===== src/sv/pmpd_pkg.sv =====
// ----------------------------------------------------------------------------
// PS/2 mouse packet decoder package
// Shared widths, byte codes, reset limits, config indices and the framing state type.
// ----------------------------------------------------------------------------
package pmpd_pkg;

    localparam int COORD_W   = 12;
    localparam int DX_W      = 9;
    localparam int DY_W      = 10;
    localparam int CFG_IDX_W = 1;

    localparam logic [7:0] ACK_BYTE = 8'hFA;
    localparam logic [7:0] HDR_MASK = 8'hC8;
    localparam logic [7:0] HDR_GOOD = 8'h08;
    localparam int         SIGN_X_BIT = 4;
    localparam int         SIGN_Y_BIT = 5;

    localparam logic [COORD_W-1:0] X_LIMIT_RST = COORD_W'(1024);
    localparam logic [COORD_W-1:0] Y_LIMIT_RST = COORD_W'(768);

    localparam logic [CFG_IDX_W-1:0] CFG_X_LIMIT = 1'b0;
    localparam logic [CFG_IDX_W-1:0] CFG_Y_LIMIT = 1'b1;

    typedef enum logic [1:0] {
        PH_ACK = 2'd0,
        PH_HDR = 2'd1,
        PH_X   = 2'd2,
        PH_Y   = 2'd3
    } t_phase;

endpackage


===== src/sv/ps2_mouse_packet_decoder_unit.sv =====
// ----------------------------------------------------------------------------
// PS/2 mouse packet decoder
// Frames three-byte mouse packets after the acknowledge byte and keeps a
// cursor position clamped to 0..limit on each axis.
// ----------------------------------------------------------------------------
// An accepted byte is held in the input register; the result of a packet's
// third byte is then registered in the result register.
// Throughput: one byte per cycle, limited only by the output register taking
// its result. Synchronous active-low reset clears framing to wait-for-ack,
// sets limits to 1024/768 and centers the cursor at 512/384.
module ps2_mouse_packet_decoder_unit (
    input  logic                            i_clk,
    input  logic                            i_rst_n,
    input  logic                            i_cfg_we,
    input  logic [pmpd_pkg::CFG_IDX_W-1:0]  i_cfg_idx,
    input  logic [pmpd_pkg::COORD_W-1:0]    i_cfg_data,
    input  logic                            i_valid,
    output logic                            o_ready,
    input  logic [7:0]                      i_rx_byte,
    output logic                            o_valid,
    input  logic                            i_ready,
    output logic                            o_button_left,
    output logic                            o_button_right,
    output logic                            o_button_middle,
    output logic signed [pmpd_pkg::DX_W-1:0]    o_delta_x,
    output logic signed [pmpd_pkg::DY_W-1:0]    o_delta_y,
    output logic [pmpd_pkg::COORD_W-1:0]    o_cursor_x,
    output logic [pmpd_pkg::COORD_W-1:0]    o_cursor_y,
    output logic                            o_moved
);
    import pmpd_pkg::*;

    localparam int SUM_W = COORD_W + 2;

    // pos + delta, clamped to 0..lim
    function automatic logic [COORD_W-1:0] clamp_add(
        input logic [COORD_W-1:0]     pos,
        input logic signed [DY_W-1:0] delta,
        input logic [COORD_W-1:0]     lim
    );
        logic signed [SUM_W-1:0] sum;
        sum = $signed({2'b00, pos}) + SUM_W'(delta);
        if (sum[SUM_W-1])
            return '0;
        else if (sum[SUM_W-2:0] > {1'b0, lim})
            return lim;
        else
            return sum[COORD_W-1:0];
    endfunction

    // input register
    logic       r_in_valid;
    logic [7:0] r_in_byte;

    // block state
    t_phase             r_phase, n_phase;
    logic [7:0]         r_hdr, n_hdr;
    logic [7:0]         r_xbyte, n_xbyte;
    logic [COORD_W-1:0] r_x_limit, r_y_limit;
    logic [COORD_W-1:0] r_pos_x, n_pos_x;
    logic [COORD_W-1:0] r_pos_y, n_pos_y;

    // result register
    logic                     r_out_valid;
    logic [2:0]               r_buttons;
    logic signed [DX_W-1:0]   r_dx;
    logic signed [DY_W-1:0]   r_dy;
    logic [COORD_W-1:0]       r_cur_x, r_cur_y;
    logic                     r_moved;

    logic                     out_free, proc, n_emit;
    logic signed [DX_W-1:0]   dx;
    logic signed [DX_W-1:0]   dy_raw;
    logic signed [DY_W-1:0]   dy;
    logic                     moved;

    assign out_free = !r_out_valid || i_ready;
    assign proc     = r_in_valid && out_free;
    assign o_ready  = !r_in_valid || out_free;

    always_ff @(posedge i_clk) begin
        if (!i_rst_n) begin
            r_in_valid <= 1'b0;
        end else if (o_ready) begin
            r_in_valid <= i_valid;
        end
        if (o_ready && i_valid) begin
            r_in_byte <= i_rx_byte;
        end
    end

    assign dx     = $signed({r_hdr[SIGN_X_BIT], r_xbyte});
    assign dy_raw = $signed({r_hdr[SIGN_Y_BIT], r_in_byte});
    assign dy     = -DY_W'(dy_raw);
    assign moved  = (dx != '0) || (dy_raw != '0);

    always_comb begin
        n_phase = r_phase;
        n_hdr   = r_hdr;
        n_xbyte = r_xbyte;
        n_pos_x = r_pos_x;
        n_pos_y = r_pos_y;
        n_emit  = 1'b0;
        if (proc) begin
            case (r_phase)
                PH_ACK: begin
                    if (r_in_byte == ACK_BYTE)
                        n_phase = PH_HDR;
                end
                PH_HDR: begin
                    if ((r_in_byte & HDR_MASK) == HDR_GOOD) begin
                        n_hdr   = r_in_byte;
                        n_phase = PH_X;
                    end
                end
                PH_X: begin
                    n_xbyte = r_in_byte;
                    n_phase = PH_Y;
                end
                PH_Y: begin
                    n_phase = PH_HDR;
                    n_emit  = 1'b1;
                    if (dx != '0)
                        n_pos_x = clamp_add(r_pos_x, DY_W'(dx), r_x_limit);
                    if (dy_raw != '0)
                        n_pos_y = clamp_add(r_pos_y, dy, r_y_limit);
                end
                default: n_phase = PH_ACK;
            endcase
        end
    end

    always_ff @(posedge i_clk) begin
        if (!i_rst_n) begin
            r_phase   <= PH_ACK;
            r_hdr     <= '0;
            r_xbyte   <= '0;
            r_x_limit <= X_LIMIT_RST;
            r_y_limit <= Y_LIMIT_RST;
            r_pos_x   <= X_LIMIT_RST >> 1;
            r_pos_y   <= Y_LIMIT_RST >> 1;
        end else begin
            r_phase <= n_phase;
            r_hdr   <= n_hdr;
            r_xbyte <= n_xbyte;
            r_pos_x <= n_pos_x;
            r_pos_y <= n_pos_y;
            // user must write limits only while idle (not enforced here); a write re-centers that axis
            if (i_cfg_we) begin
                case (i_cfg_idx)
                    CFG_X_LIMIT: begin
                        r_x_limit <= i_cfg_data;
                        r_pos_x   <= i_cfg_data >> 1;
                    end
                    CFG_Y_LIMIT: begin
                        r_y_limit <= i_cfg_data;
                        r_pos_y   <= i_cfg_data >> 1;
                    end
                    default: ;
                endcase
            end
        end
    end

    always_ff @(posedge i_clk) begin
        if (!i_rst_n) begin
            r_out_valid <= 1'b0;
        end else if (out_free) begin
            r_out_valid <= n_emit;
        end
        if (n_emit) begin
            r_buttons <= r_hdr[2:0];
            r_dx      <= dx;
            r_dy      <= dy;
            r_cur_x   <= n_pos_x;
            r_cur_y   <= n_pos_y;
            r_moved   <= moved;
        end
    end

    assign o_valid         = r_out_valid;
    assign o_button_left   = r_buttons[0];
    assign o_button_right  = r_buttons[1];
    assign o_button_middle = r_buttons[2];
    assign o_delta_x       = r_dx;
    assign o_delta_y       = r_dy;
    assign o_cursor_x      = r_cur_x;
    assign o_cursor_y      = r_cur_y;
    assign o_moved         = r_moved;

endmodule


===== config.mk =====
export PLATFORM = sky130hd
export DESIGN_NAME = ps2_mouse_packet_decoder_unit
export DESIGN_NICKNAME = d
export VERILOG_FILES = /design/src/sv/pmpd_pkg.sv /design/src/sv/ps2_mouse_packet_decoder_unit.sv
export SDC_FILE = /design/constraint.sdc
export NUM_CORES = 1
export LEC_CHECK = 0
export CAP_MARGIN = 20
export CORE_ASPECT_RATIO = 0.8
export CORE_MARGIN = 10
export CORE_UTILIZATION = 61
export CTS_CLUSTER_SIZE = 25
export DETAILED_ROUTE_END_ITERATION = 16
export DONT_BUFFER_PORTS = 1
export GPL_ROUTABILITY_DRIVEN = 1
export PLACE_DENSITY = 0.77
export REMOVE_ABC_BUFFERS = 1
export SETUP_SLACK_MARGIN = 0.5
export SLEW_MARGIN = 5
export SYNTH_ARGS = -nofsm -noshare
export SYNTH_HDL_FRONTEND = slang
export SYNTH_SLANG_ARGS = --single-unit

===== constraint.sdc =====
create_clock -name i_clk -period 6.72 [get_ports i_clk]
set_input_delay 1.008 -clock i_clk [delete_from_list [all_inputs] [get_ports i_clk]]
set_output_delay 1.008 -clock i_clk [all_outputs]
set_load 0.02 [all_outputs]

After elaboration in Yosys (flattened, before gate mapping)
Index checks and enable logic that the tools add are counted.
{"block": "totals", "ff_bits": 121, "output_inout_bits": 49, "in_bits": 26}
{"block": "classes", "n_mux": 19, "magnitude_cmp": 2, "n_reduce_logical": 15, "bitwise_logic": 1, "n_addsub": 3, "n_eq_ne": 7}
{"op": "two-way mux 12 bit", "count": 14}
{"op": "> comparator 13 x 12 -> 1 bit", "count": 2}
{"op": "nonzero test 9 bit", "count": 2}
{"op": "adder 13 x 10 -> 14 bit", "count": 1}
{"op": "adder 13 x 9 -> 14 bit", "count": 1}
{"op": "negator 9 -> 10 bit", "count": 1}
{"op": "== test 8 bit, second input constant", "count": 1}
{"op": "case mux 2 bit (4 select lines)", "count": 1}
{"op": "AND reduction 2 bit", "count": 3}
{"op": "AND reduction 3 bit", "count": 2}
{"op": "== test 2 bit, second input constant", "count": 2}
{"op": "two-way mux 2 bit", "count": 2}
{"op": "inequality test 2 bit, second input constant", "count": 2}
{"op": "== test 3 x 1 -> 1 bit, second input constant", "count": 1}
{"op": "logical OR 1 bit", "count": 3}
{"op": "== test 2 x 1 -> 1 bit, second input constant", "count": 1}
{"op": "logical AND 1 bit", "count": 2}
{"op": "zero test 1 bit", "count": 2}
{"op": "zero test 2 bit", "count": 1}
{"op": "two-way mux 1 bit", "count": 2}
{"op": "NOT 1 bit", "count": 1}

Longest topological paths before layout
{"block": "depth", "ltp_word": 10, "ltp_mapped": 19, "ltp_nobuf": 17}

Least setup slack after synthesis
OpenSTA, ideal clock, no wires.
{"block": "synth_timing", "path_type": "reg2reg", "from": "register r_in_byte[5]", "to": "register r_cur_y[10], in the netlist o_cursor_y[10] (data pin)", "stages_incl_launch_ff": 18, "n_path_buf": 1, "arrival_ns": 3.668, "path_slack_ns": 2.787, "synth_period_minus_slack_ns": 3.933, "path_cell_list": "edfxtp_1 -> nor4_2 -> nand2_1 -> xor2_1 -> ha_1 -> nor2_1 -> or2_2 -> o31ai_1 -> a31oi_1 -> xor2_1 -> ha_1 -> nand4_1 -> o22ai_1 -> a31o_2 -> o21ai_1 -> buf_4 -> mux2i_1 -> o21ai_1"}
{"block": "synth_via", "elab_chain_len": 8}
{"item": "from (decl)", "line_no": "ps2_mouse_packet_decoder_unit.sv:53", "rtl": "logic [7:0] r_in_byte;"}
{"item": "from (signal assigned)", "line_no": "ps2_mouse_packet_decoder_unit.sv:88", "rtl": "r_in_byte <= i_rx_byte;"}
{"item": "negator 9 -> 10 bit *", "line_no": "ps2_mouse_packet_decoder_unit.sv:94", "rtl": "assign dy = -DY_W'(dy_raw);"}
{"item": "net dy[6]", "line_no": "ps2_mouse_packet_decoder_unit.sv:74", "rtl": "logic signed [DY_W-1:0] dy;"}
{"item": "adder 13 x 10 -> 14 bit *", "line_no": "ps2_mouse_packet_decoder_unit.sv:42", "rtl": "sum = $signed({2'b00, pos}) + SUM_W'(delta);"}
{"item": "> comparator 13 x 12 -> 1 bit", "line_no": "ps2_mouse_packet_decoder_unit.sv:45", "rtl": "else if (sum[SUM_W-2:0] > {1'b0, lim})"}
{"item": "two-way mux 12 bit", "line_no": "ps2_mouse_packet_decoder_unit.sv:45"}
{"item": "two-way mux 12 bit *", "line_no": "ps2_mouse_packet_decoder_unit.sv:43", "rtl": "if (sum[SUM_W-1])"}
{"item": "two-way mux 12 bit *", "line_no": "ps2_mouse_packet_decoder_unit.sv:125", "rtl": "if (dy_raw != '0)"}
{"item": "two-way mux 12 bit *", "line_no": "ps2_mouse_packet_decoder_unit.sv:105", "rtl": "case (r_phase)"}
{"item": "two-way mux 12 bit *", "line_no": "ps2_mouse_packet_decoder_unit.sv:104", "rtl": "if (proc) begin"}
{"item": "net n_pos_y[10]", "line_no": "ps2_mouse_packet_decoder_unit.sv:61", "rtl": "logic [COORD_W-1:0] r_pos_y, n_pos_y;"}
{"item": "to (signal assigned)", "line_no": "ps2_mouse_packet_decoder_unit.sv:176", "rtl": "r_cur_y <= n_pos_y;"}
{"item": "to (decl)", "line_no": "ps2_mouse_packet_decoder_unit.sv:68", "rtl": "logic [COORD_W-1:0] r_cur_x, r_cur_y;"}
The timed path passes the listed nets; every way through them passes the cells marked *.
A chain may end at the register's enable or synchronous reset.

Worst setup path in the final report
{"block": "layout_timing", "from": "register r_in_byte[2]", "to": "register r_cur_y[9], in the netlist o_cursor_y[9] (data pin)"}
The elaborated chain is that of the path after synthesis.

==> reports/qor.yml <==
run_status:
  status: "completed"
synthesis:
  avgSynthCellArea_sq_um: 9.40
  synth-edff-count: 55
  syn_inst: 738
  yosysTopAreaCellShare_pct: 23.8
  synth_area_sq_mm: 0.00694
  seq_area_frac_synth_pct: 42.5
  ys_seq_elements: 120
  synth_area_leaders: "edfxtp_1 24%, dfxtp_1 19%, ha_1 11%, nand2_1 6.3%, a21boi_0 3.2%"
  synth.distinct_cells: 69
  synth_warnings: 0
  async_flop_share_pct: 0
  ys.flop_type: "dfxtp_1"
  synth_area_leader_cell: "edfxtp_1"
setup_path:
  cp_num_buf_inv: 1
  crit_cells: 17
  cpPeakStageDelay_ns: 0.51
  r2r-end: "o_cursor_y[9]"
  critPathMaxFanout: 9
  critPathMostFrequentCell: "ha_1"
  critPathCaptureType: "register"
  cp_slowest_cell: "edfxtp_1"
  worstPathArrival_ns: 4.83
  cp_cell_sequence: "nor4_2 -> nand2_1 -> nor3_1 -> ha_1 -> ha_1 -> a21oi_1 -> o31ai_1 -> a31oi_1 -> xor2_1 -> ha_1 -> nand4_1 -> o22ai_1 -> a31o_2 -> o21ai_1 -> buf_4 -> mux2i_1 -> o21ai_1"
  path_class: "reg2reg"
  worst_r2r_path_depth: 17
  worst-r2r-setup-slack_ns: 2.03
  reg2reg_from: "r_in_byte[2]"
  cp.required_ns: 6.86
  cp_top_family: "compound AO/OA/AOI/OAI gates"
  startpoint_type: "register"
finish:
  fin_cells: 890
  fin_nets: 822
  syn_to_final_growth_pct: 10.2
  fillerInstances: 830
  drive_above_1_share_pct: 8.18
  n_antenna_cell: 0
  finish.utilization_pct: 69.7
  fin_area_sq_mm: 0.00765
drt:
  viasPerCell: 6.35
  drt-pass1-iter-count: 10
  wl_per_cell_um: 20.6
  vias: 5648
  drtAntennaViolNets: 0
  drt_iter0_drc: 595
  finalWirelength_mm: 18.4
  drc: 0
sta:
  setup_viol: 0
  post-route-min-period_ns: 4.69
  finClkSkew_ns: 0.00786
  worst_pin_slew_ns: 0.855
  fmax_ghz: 0.213
  maxSlewHeadroom_pct: 43.0
  slew_viol_final: 0
  fin_crit_sh_pct: 69.7
  setup_tns_ns: 0
  rsz0062_at_grt: "no"
  hold_violations: 0
hold_path:
  min_path_type: "reg2reg"
  holdCritStartpoint: "r_hdr[0]"
  holdPathEnd: "r_buttons[0]"
  min_path_cells: 0
power:
  ir_drop_mv: 0.200
  p_total_uw: 2010
  power_density_mw_per_mm2: 263
  leakage_uw: 0.00307
grt:
  grt_start_max_net_pins: 67
  grt_use_total_pct: 22.4
  grt_pass1_wl_mm: 29.2
  antenna_found_initial: 0
  grt_pass1_vias: 5525
  grt-ovfl-total: 0
clock_network:
  post_cts_resized: 0
  htree_levels: 4
  ctsHoldBuffers: 0
  clockBufferDepth: 2
  cts.sinks: 120
  cts_tree: "built"
  clk_latency_ns: 0.42
  cts_root_buf: "clkbuf_16"
  cts_buffers: 17
  cts.reportedPaths.clkPinSlew_ns: 0.06
  post_cts_buffers: 0
placed_design:
  dpl-instance-area_sq_mm: 0.00702
  dp_hpwl_mm: 12.7
  gp_congestion: 0.947
  io_buffers: 0
  dp.cells: 857
flow_run:
  maxCapViolCount: 0
die:
  rows: 34
  dieWidth_um: 139
  initial_core_util_pct: 63.2
  io_pins: 75
  die_h_um: 115
  core_sq_mm: 0.0110
  dieArea_sq_mm: 0.0161
## metal layers
layer  GRT usage (%)  wire, um  vias up
met2            35.4      8350      287
met5               0         0        -
met4            6.59       243        0
met1            28.5      7840     2686
li1                -         -     2654
met3            7.58      1920       21
## report_power, final
part | internal [uW] | switching, uW | total, uW
registers | 782 | 21.4 | 804
logic | 115 | 162 | 277
clock network | 562 | 365 | 927
total | 1460 | 548 | 2010
## through the flow
stage / setup WS (ns) / hold WS [ns]
2_1_floorplan: 2.54 / 0.408
3_3_place_gp: 2.26 / 0.418
3_5_place_dp: 2.08 / 0.420
4_1_cts: 2.07 / 0.435
5_1_grt: 1.62 / 0.442
6_report: 2.03 / 0.433
## kinds of logic after synthesis
family	count (synthesis)	share of synthesized area, %
compound gates	207	20.1
xor+xnor	23	2.90
fa+ha+maj	63	11.6
buf+inv	76	4.43
flops	120	42.5
mux	19	2.74
simple gates	230	15.7
## cell usage in the layout (no fill, tap or decap), types with 4 or more instances in the layout
cell / Yosys / routed
o21ai_1: 28 / 28
dfxtp_1: 65 / 65
nand3_1: 20 / 20
nor2_1: 24 / 24
a21o_1: 11 / 11
a21oi_1: 41 / 41
xnor2_1: 14 / 14
and3_1: 6 / 6
a21boi_0: 30 / 30
nand2_1: 117 / 117
nand2b_1: 5 / 5
mux2i_1: 19 / 19
o211ai_1: 5 / 5
inv_1: 46 / 45
xor2_1: 9 / 9
o21a_1: 5 / 5
nand3b_1: 4 / 4
nand4_1: 9 / 9
a211oi_1: 4 / 4
o21ai_0: 31 / 31
edfxtp_1: 55 / 55
ha_1: 61 / 61
clkinv_4: 0 / 4
nor2b_1: 13 / 13
nor3_1: 8 / 8
buf_4: 1 / 5
inv_6: 0 / 6
o31ai_1: 5 / 5
clkbuf_16: 0 / 18
and2_1: 4 / 4
a31oi_1: 9 / 9
## Yosys cell counts, types with 4 or more instances
cell type / count
a21oi_1: 41
a21boi_0: 30
clkbuf_1: 22
edfxtp_1: 55
and3_1: 6
a31oi_1: 9
and2_1: 4
nand3_1: 20
nand4_1: 9
o21ai_0: 31
ha_1: 61
nand2b_1: 5
o31ai_1: 5
o21a_1: 5
a21o_1: 11
a211oi_1: 4
o211ai_1: 5
nor2_1: 24
dfxtp_1: 65
xor2_1: 9
nand3b_1: 4
inv_1: 46
o21ai_1: 28
mux2i_1: 19
xnor2_1: 14
nor2b_1: 13
nand2_1: 117
nor3_1: 8
## area by class of cell
type	count	area (sq um)	share of cell area, %
Multi-Input combinational cell	542	3680	48.1
Clock inverter	12	129	1.68
Sequential cell	120	2950	38.6
Inverter	46	173	2.26
Tap cell	144	180	2.36
Timing Repair Buffer	6	57.6	0.752
Clock buffer	20	478	6.25
## worst max-delay path by stage
stage	startpoint	end	slack (ns)
finish	r_in_byte[2]	o_cursor_y[9]	2.03
global route	r_in_byte[5]	o_cursor_y[9]	1.62
CTS	r_in_byte[5]	o_cursor_y[9]	2.07
detailed placement	r_in_byte[5]	o_cursor_y[9]	2.08
global placement	r_in_byte[0]	o_cursor_y[7]	2.26
floorplan	r_in_byte[5]	o_cursor_y[0]	2.54
## worst reg2reg max path: stages (launching register included)
cell and delay (ns):
edfxtp_1 0.51, nor4_2 0.37, nand2_1 0.13, nor3_1 0.18, ha_1 0.33, ha_1 0.37
a21oi_1 0.23, o31ai_1 0.14, a31oi_1 0.22, xor2_1 0.27, ha_1 0.30, nand4_1 0.10
o22ai_1 0.06, a31o_2 0.21, o21ai_1 0.29, buf_4 0.31, mux2i_1 0.31, o21ai_1 0.09
## registers in the layout, summed over array words and instances, names as in the netlist, 2 cells and up
name	flops
r_buttons	3
r_x_limit	12
o_delta_x	9
r_y_limit	12
o_cursor_y	12
r_xbyte	8
r_pos_y	12
r_hdr	5
o_cursor_x	12
o_delta_y	10
r_phase	2
r_in_byte	8
r_pos_x	12
Note: power is estimated with default switching activity, not from simulation.
